--- src/hw/rtl/assert_macros.svh ---
// Assertion helpers shared by the mixer modules.
`ifndef ASSERT_MACROS_SVH
`define ASSERT_MACROS_SVH
// Implication checked on every clock edge outside reset.
`define ASSERT_IMPL(label, clk, rstn, ante, cons) \
    label: assert property (@(posedge clk) disable iff (!rstn) (ante) |-> (cons)) \
        else $error("assertion failed");
// Next-cycle implication checked outside reset.
`define ASSERT_NEXT(label, clk, rstn, ante, cons) \
    label: assert property (@(posedge clk) disable iff (!rstn) (ante) |=> (cons)) \
        else $error("assertion failed");
`endif

--- src/hw/rtl/svm_pkg.sv ---
// ----------------------------------------------------------------------------
// svm_pkg
// Types and codes shared by the sample voice mixer modules.
// ----------------------------------------------------------------------------
package svm_pkg;
    typedef enum logic [1:0] {
        FUNC_WRITE  = 2'd0,
        FUNC_LENGTH = 2'd1,
        FUNC_START  = 2'd2,
        FUNC_TICK   = 2'd3
    } func_t;

    localparam logic KIND_FRAME  = 1'b0;
    localparam logic KIND_STATUS = 1'b1;

    // One decoded command between the front and the back.
    typedef struct packed {
        func_t       func;
        logic [3:0]  bank;
        logic [13:0] addr;
        logic [15:0] left;
        logic [15:0] right;
        logic [14:0] blen;
        logic [15:0] gain;
    } cmd_t;
endpackage

--- src/hw/rtl/svm_front.sv ---
// ----------------------------------------------------------------------------
// svm_front
// Input stage and two-entry command queue.
// ----------------------------------------------------------------------------
module svm_front import svm_pkg::*; (
    input  logic        aclk,
    input  logic        aresetn,
    input  logic        in_valid,
    output logic        in_ready,
    input  cmd_t        in_cmd,
    output logic        q_valid,
    input  logic        q_ready,
    output cmd_t        q_cmd
);
    cmd_t       slot_reg [2];
    logic       wp_reg, rp_reg;
    logic [1:0] cnt_reg;

    assign in_ready = (cnt_reg != 2'd2);
    assign q_valid  = (cnt_reg != 2'd0);
    assign q_cmd    = slot_reg[rp_reg];

    always_ff @(posedge aclk) begin
        if (!aresetn) begin
            wp_reg  <= 1'b0;
            rp_reg  <= 1'b0;
            cnt_reg <= 2'd0;
        end else begin
            if (in_valid && in_ready) wp_reg <= ~wp_reg;
            if (q_valid && q_ready) rp_reg <= ~rp_reg;
            cnt_reg <= cnt_reg + {1'b0, in_valid && in_ready} - {1'b0, q_valid && q_ready};
        end
        if (in_valid && in_ready) slot_reg[wp_reg] <= in_cmd;
    end

    `include "assert_macros.svh"
    `ASSERT_IMPL(a_no_over, aclk, aresetn, cnt_reg == 2'd2, !in_ready)
    `ASSERT_IMPL(a_cnt_rng, aclk, aresetn, 1'b1, cnt_reg != 2'd3)
    `ASSERT_NEXT(a_q_keep, aclk, aresetn, q_valid && !q_ready, q_valid && $stable(q_cmd))
endmodule

--- config.mk ---
export PLATFORM = sky130hd
export DESIGN_NAME = svm_front
export DESIGN_NICKNAME = d
export VERILOG_FILES = /design/src/hw/rtl/svm_pkg.sv /design/src/hw/rtl/svm_front.sv
export VERILOG_INCLUDE_DIRS = /design/src /design/src/hw/rtl
export SDC_FILE = /design/constraint.sdc
export NUM_CORES = 1
export LEC_CHECK = 0
export BUFFER_PORTS_ARGS = -buffer_cell sky130_fd_sc_hd__clkbuf_2
export CAP_MARGIN = 20
export CORE_AREA = 2 2 157 113
export CTS_CLUSTER_DIAMETER = 200
export CTS_CLUSTER_SIZE = 8
export DETAILED_ROUTE_END_ITERATION = 12
export DIE_AREA = 0 0 159 115
export GPL_TIMING_DRIVEN = 0
export SYNTH_ARGS = -nofsm -noshare
export SYNTH_HDL_FRONTEND = slang
export SYNTH_SLANG_ARGS = --single-unit
export TNS_END_PERCENT = 5
--- constraint.sdc ---
create_clock -name aclk -period 6.1 [get_ports aclk]
set_input_delay 0.915 -clock aclk [delete_from_list [all_inputs] [get_ports aclk]]
set_output_delay 0.915 -clock aclk [all_outputs]
set_load 0.005 [all_outputs]
# After elaboration in Yosys (flattened, before gate mapping)
# Memories as Yosys holds them, arrays and structs flattened. A register that Yosys moved wholly into a read port is not among the register bits.
# Index checks and enable logic that the tools add are counted.
# classes
addsub	2
eq_ne	1
n_mux	4
bitwise	2
reduce_logical	3
# ops
operator	n
1-bit two-way mux	4
2-bit by 1-bit adder with 2-bit output	1
1-bit logical AND	2
2-bit != test (second input constant)	1
1-bit inverter	2
2-bit nonzero test	1
2-bit by 1-bit subtractor with 2-bit output	1
# word_totals
reg_bits	4
ram_bits	166
inputBits	87
out_inout_bits	85
elab_cells	16
memories	1
# memory_table
memory	depth	width	read_ports	rd_clocked_by_memory_dff	wr	line_no	source
slot_reg	2	83	1	1	1	svm_front.sv:15	cmd_t slot_reg [2];

# Depth between registers and ports, before layout
# Gate-level depths: netlist of the first run.
# logic_depth
word_depth	4
ltp_mapped	8
depth_no_buf	8

# Worst setup path before layout of the first run
# Ideal clock, no wire load.
# synth_path
path_kind	input-to-reg
start	input in_valid
end	memory slot_reg[0][0] (netlist name) (enable)
setup_ps	525
arrival_ps	4470
t_required_ps	5575
slack_ps	1105
cell_stages	2
n_path_buf	0
cell_sequence	nand2_1 -> nor2_1
# synth_via
elab_chain_cells	3
# synth_rtl
element	line_no	source
from (decl)	svm_front.sv:8	input logic in_valid,
1-bit logical AND	svm_front.sv:33	if (in_valid && in_ready) slot_reg[wp_reg] <= in_cmd;
1-bit two-way mux	svm_front.sv:33	
1-bit two-way mux (not written as such)	svm_front.sv:33	
to (decl)	svm_front.sv:15	
# No other way between the ends.

==> flow_summary_export.csv, run 1 <==
group,metric,value,unit
cts,path_clk_slew,0.06,ns
yosys,synth-edff-count,166,
sta,fin_crit_sh,41.26,%
final_layout,largest_reg_flops,166,
sta,fin_crit,2.517,ns
final_layout,layout-drive-gt1-share,60.57,%
sta,slew_headroom,47.36,%
setup_path,max_stage_delay,0.34,ns
yosys,synth-compound-area-share,0.1142,%
yosys,synthFlopType,"edfxtp_1",
cts,clkLatencyLatePin,0.41,ns
placement,port_buffers,171,
final_layout,layout.nets,564,
cts,cts_hold_buffers,0,
yosys,synth.most_common_cell,"edfxtp_1",
cts,cts_setup_buffers,0,
power,irDropWorstVdd,0.0001779,V
yosys,synth-adder-area-share,0.3807,%
routing,routed_via_density,4.430,
cts,cts_max_level,4,
yosys,syn_area_per_cell,23.31,um^2
yosys,synth_area,6573,um^2
cts,clockBufferDepth,2,
routing,vias,3181,
grt,grt_max_degree,44,
power,p_leak,3.265,nW
setup_path,startpoint_type,"register",
yosys,synth.distinct_cells,19,
sta,fmax,0.3973,GHz
sta,skew,0.007284,ns
power,power.density,399.3,nW/um^2
setup_path,crit_arrival,1.60,ns
routing,drtIter0Drc,158,
yosys,synthTopCellsByArea,"edfxtp_1 76%, mux2_4 16%, mux2_2 2.2%, buf_12 2.1%, dfxtp_1 1.5%",
floorplan,ios,172,
setup_path,critical_path.cell_chain,"buf_6, buf_12, mux2_4, clkbuf_2",
placement,place_inst,687,
floorplan,die_area,18290,um^2
grt,grt_pass1_vias,3407,
yosys,synth_commonest_cells,"166 x edfxtp_1, 70 x mux2_4, 13 x mux2_2, 7 x buf_12, 5 x dfxtp_1",
floorplan,chipWidth,159,um
yosys,synthArstFlopShare,0,%
routing,firstDrtPassIters,5,
yosys,syn_inst,282,
routing,wirelength,11.63,mm
grt,antenna_found_initial,0,
setup_path,worst-path-max-fanout,10,
grt,grt-ovfl-total,0,
yosys,synth_seq_cells,171,
floorplan,row_count,40,
cts,numClockSinks,171,
final_layout,final-instance-count-excl-fill,718,
yosys,ys_seq_area_share,77.37,%
final_layout,syn2layout_area_growth,26.35,%
hold_path,hold_class,"register to register",
sta,setup_ws,3.583,ns
yosys,synth_top_area_share,75.84,%
routing,wl_per_cell,16.19,um
cts,cts_tree,"built",
setup_path,path_buf_inv,3,
sta,tightest_slew,0.7877,ns
setup_path,critPathCaptureType,"output port",
sta,finalSetupViolCount,0,
grt,grt_pass1_wl,18.12,mm
placement,dp_hpwl,8.147,mm
run_status,status,"completed",
yosys,synth_top_family_by_area,"multiplexers",
floorplan,start_util,39.08,%
sta,finalMaxSlewViolations,0,
grt,grt_usage,13.35,%
placement,dp_slack,3.639,ns
run,drv_cap,0,
yosys,synthesis.nets,371,
cts,post_cts_resized,0,
sta,hold_viol,0,
yosys,yosys.area_share.xor_xnor,0.3998,%
sta,rsz0062_at_grt,"no",
setup_path,critPathRequiredTime,5.18,ns
setup_path,worstSetupPathType,"register to output port",
routing,post-route-drc-count,0,
setup_path,slowest_stage,"dfxtp_1",
final_layout,num_antenna_cells,0,
floorplan,core,16820,um^2
routing,ant_nets,0,
yosys,synth_mux_area_share,18.37,%
final_layout,final_util,49.38,%
yosys,synth_simple_gate_area_share,0.9328,%
yosys,yosysTopAreaCell,"edfxtp_1",
cts,root_buffer,"clkbuf_16",
setup_path,cp_top_family,"buffers and inverters",
setup_path,r2r_slack,4.12,ns
floorplan,die_y,115,um
yosys,ys_warn_count,0,
cts,numCtsBuffers,17,
placement,place_congestion,0.7109,
[path summary, 6_finish.rpt]
check | endpoint | startpoint | cells past startpoint
hold reg to reg | wp_reg | wp_reg | 2
setup reg to reg | slot_reg[0][61] | cnt_reg[0] | 4
setup / recovery | q_cmd[15] | register | 4
hold / removal | wp_reg | wp_reg | 2
[power by group]
part / switching, mW / internal (mW) / total [mW]
Sequential: 0.0401 / 1.47 / 1.51
Clock: 0.418 / 0.516 / 0.934
Combinational: 0.380 / 0.487 / 0.867
[layer usage]
layer | GRT usage (%) | vias to the layer above | part of all wire [%]
li1 | - | 1498 | -
met1 | 16.66 | 1556 | 44
met2 | 20.09 | 116 | 45
met3 | 6.530 | 11 | 9.5
met4 | 5.455 | 0 | 1.1
met5 | 0 | - | 0
[area by class of cell]
type | instances | area, um^2
Fill cell | 1462 | 8512
Sequential cell | 171 | 5085
Multi-Input combinational cell | 101 | 1340
Timing Repair Buffer | 174 | 923.4
Clock buffer | 20 | 436.7
Tap cell | 231 | 289.0
Buffer | 9 | 156.4
Clock inverter | 11 | 70.07
Inverter | 1 | 3.754
[cell families (layout without fill, tap and decap cells)]
family	after synthesis	count (layout)
buffers and inverters	10	215
DFF	171	171
and+or+nand+nor	11	11
xor gates and xnor gates	3	3
AOI/OAI and AO/OA	1	1
muxes	84	84
adders and majority gates	2	2
[worst min-delay path, stage by stage, from the launching register on]
cell and delay, ns:
dfxtp_1 0.35, nand2_1 0.08, mux2i_1 0.06
[cell usage in the layout, fill, tap and decap left out]
cell type / count
nor2_4: 1
mux2i_1: 1
clkbuf_2: 171
nand2b_1: 2
xnor2_1: 3
inv_1: 1
dfxtp_1: 5
buf_12: 9
clkinv_4: 1
o21a_1: 1
clkbuf_16: 17
clkbuf_1: 3
clkinvlp_4: 1
mux2_2: 13
nand2_1: 2
and3_4: 1
buf_2: 1
buf_6: 1
and2_1: 2
mux2_4: 70
buf_16: 1
or2_2: 1
ha_1: 2
edfxtp_1: 166
clkinv_1: 2
nor2b_1: 2
clkinv_2: 4
inv_6: 3
[metrics by stage]
step	setup TNS (ns)	cell area [um^2]	hold WS, ns	power (mW)
final	0	8304	0.5326	3.316
after detailed placement	0	7797	0.5324	2.427
after floorplan	0	6573	0.4549	2.109
after global placement	-77.23	7717	0.4657	2.413
after global routing	0	8304	0.5729	3.485
after CTS	0	8304	0.5445	3.374
No activity file was read; power rests on OpenSTA's default activity.
==> inputs of run 2 (changes only) <==
==> constraint.sdc (replaced) <==
create_clock -name aclk -period 2.1 [get_ports aclk]
set_input_delay 0.315 -clock aclk [delete_from_list [all_inputs] [get_ports aclk]]
set_output_delay 0.315 -clock aclk [all_outputs]
set_load 0.005 [all_outputs]
==> run 2 against run 1 <==
Critical endpoint is now q_cmd[26]. Clock-buffer cell count decreased by 3. Global-route usage decreased by 0.12 points. Largest power group unchanged. Hold slack got worse by 0.45 ns. Clock skew increased by 0.0014 ns. Wire length decreased by 0.65%. Combinational power increased to 2.9 times the previous value. First-iteration DRC count increased by 2.5%. Register-to-register slack got worse by 4.0 ns. Critical path depth unchanged. Clock power increased to 3.1 times the previous value. Final cell count unchanged. Via count increased by 0.44%.
==> flow_summary_export.csv, run 2 (synthesis gave the netlist of run 1 again) <==
group,metric,value,unit
grt,grt_max_degree,49,
cts,numCtsBuffers,17,
sta,finalSetupViolCount,0,
sta,tightest_slew,0.9902,ns
final_layout,largest_reg_flops,166,
final_layout,layout.nets,564,
sta,skew,0.008704,ns
setup_path,worstSetupPathType,"register to output port",
routing,firstDrtPassIters,4,
routing,wirelength,11.55,mm
power,irDropWorstVdd,0.0007518,V
setup_path,path_buf_inv,3,
final_layout,final_common_cell,"clkbuf_2",
routing,vias,3195,
setup_path,max_stage_delay,0.34,ns
setup_path,cp_top_family,"buffers and inverters",
floorplan,chipWidth,159,um
final_layout,layout-drive-gt1-share,61.81,%
cts,clockBufferDepth,2,
grt,grt_pass1_vias,3409,
cts,numClockSinks,171,
hold_path,hold_class,"input pin to register",
floorplan,core,16820,um^2
placement,place_area,7814,um^2
sta,finalMaxSlewViolations,0,
placement,place_congestion,0.7580,
sta,slew_headroom,33.83,%
grt,antenna_found_initial,0,
routing,routed_via_density,4.450,
sta,fin_crit_sh,92.46,%
cts,root_buffer,"clkbuf_16",
setup_path,critPathCaptureType,"output port",
setup_path,slowest_stage,"dfxtp_1",
cts,cts_max_level,4,
final_layout,final_cell_area,8361,um^2
floorplan,start_util,39.08,%
power,p_leak,3.283,nW
floorplan,die_area,18290,um^2
sta,rsz0062_at_grt,"no",
placement,dp_hpwl,8.154,mm
grt,grt_usage,13.23,%
final_layout,num_antenna_cells,0,
sta,fin_crit,1.942,ns
cts,cts_tree,"built",
cts,path_clk_slew,0.06,ns
setup_path,startpoint_type,"register",
sta,fmax,0.5150,GHz
setup_path,critical_path.cell_chain,"buf_6, buf_12, mux2_4, clkbuf_2",
floorplan,ios,172,
routing,post-route-drc-count,0,
cts,post_cts_resized,0,
setup_path,crit_arrival,1.63,ns
routing,drtIter0Drc,162,
cts,cts_setup_buffers,0,
setup_path,critPathRequiredTime,1.78,ns
sta,hold_viol,0,
power,power.density,1175,nW/um^2
setup_path,worst-path-max-fanout,10,
final_layout,final-instance-count-excl-fill,718,
placement,port_buffers,171,
final_layout,syn2layout_area_growth,27.20,%
routing,wl_per_cell,16.09,um
final_layout,nFillCells,1453,
cts,clkLatencyLatePin,0.42,ns
final_layout,final_cell_mix,"171 x clkbuf_2, 166 x edfxtp_1, 70 x mux2_4",
floorplan,die_y,115,um
placement,place_inst,687,
run_status,status,"completed",
floorplan,row_count,40,
run,drv_cap,0,
routing,ant_nets,0,
grt,grt_pass1_wl,18.06,mm
grt,grt-ovfl-total,0,
==> run 2: final timing paths <==
check	depth (start not counted)	to	start	slack, ns
setup / recovery	4	q_cmd[26]	register	0.16
hold / removal	1	slot_reg[0][15]	in_cmd[15]	0.08
setup reg to reg	4	slot_reg[0][13]	cnt_reg[0]	0.16
hold reg to reg	2	wp_reg	wp_reg	0.54
==> run 2: power by group <==
| group | switching [mW] | internal (mW) | total [mW] |
|---|---|---|---|
| combinational | 1.10 | 1.43 | 2.52 |
| clock | 1.27 | 1.63 | 2.90 |
| sequential | 0.119 | 4.29 | 4.40 |
==> run 2: layout make-up <==
type	instances	area, um^2	area share [%]
Timing Repair Buffer	174	923.4	11.04
Clock inverter	14	121.4	1.452
Clock buffer	17	425.4	5.088
Sequential cell	171	5086	60.84
Buffer	9	156.4	1.871
Inverter	1	3.754	0.04490
Tap cell	231	289.0	3.457
Multi-Input combinational cell	101	1355	16.21
==> run 2: metal layers <==
layer / GRT usage [%] / share of wire [%]
met3: 6.530 / 9.4
met5: 0 / 0
met4: 4.000 / 0.84
met1: 17.01 / 45
met2: 19.91 / 44
==> run 2: repair_timing <==
action	4_1_cts	5_1_grt
hold endpoints to repair	0	0
setup endpoints to repair	0	26
hold buffers	0	0
==> run 2: worst reg2reg max path, cell delays in order, from the launching register on <==
cell and delay [ns]:
dfxtp_2 0.35, nand2b_4 0.15, nand2_4 0.07, nor2_4 0.75, buf_12 0.29
==> run 2: metrics by stage <==
stage | TNS (ns) | setup WS (ns) | total power [mW] | hold WS, ns | util, %
final | 0 | 0.1584 | 9.827 | 0.08112 | 49.72
after global routing | 0 | 0.005286 | 10.32 | 0.05244 | 49.72
after CTS | 0 | 0.08087 | 9.987 | 0.06191 | 49.72
after detailed placement | 0 | 0.09578 | 7.057 | 0.5076 | 46.47
after global placement | -100.78 | -0.7803 | 6.977 | 0.5001 | 46.04
after floorplan | -6.706 | -0.08079 | 6.113 | 0.4139 | -
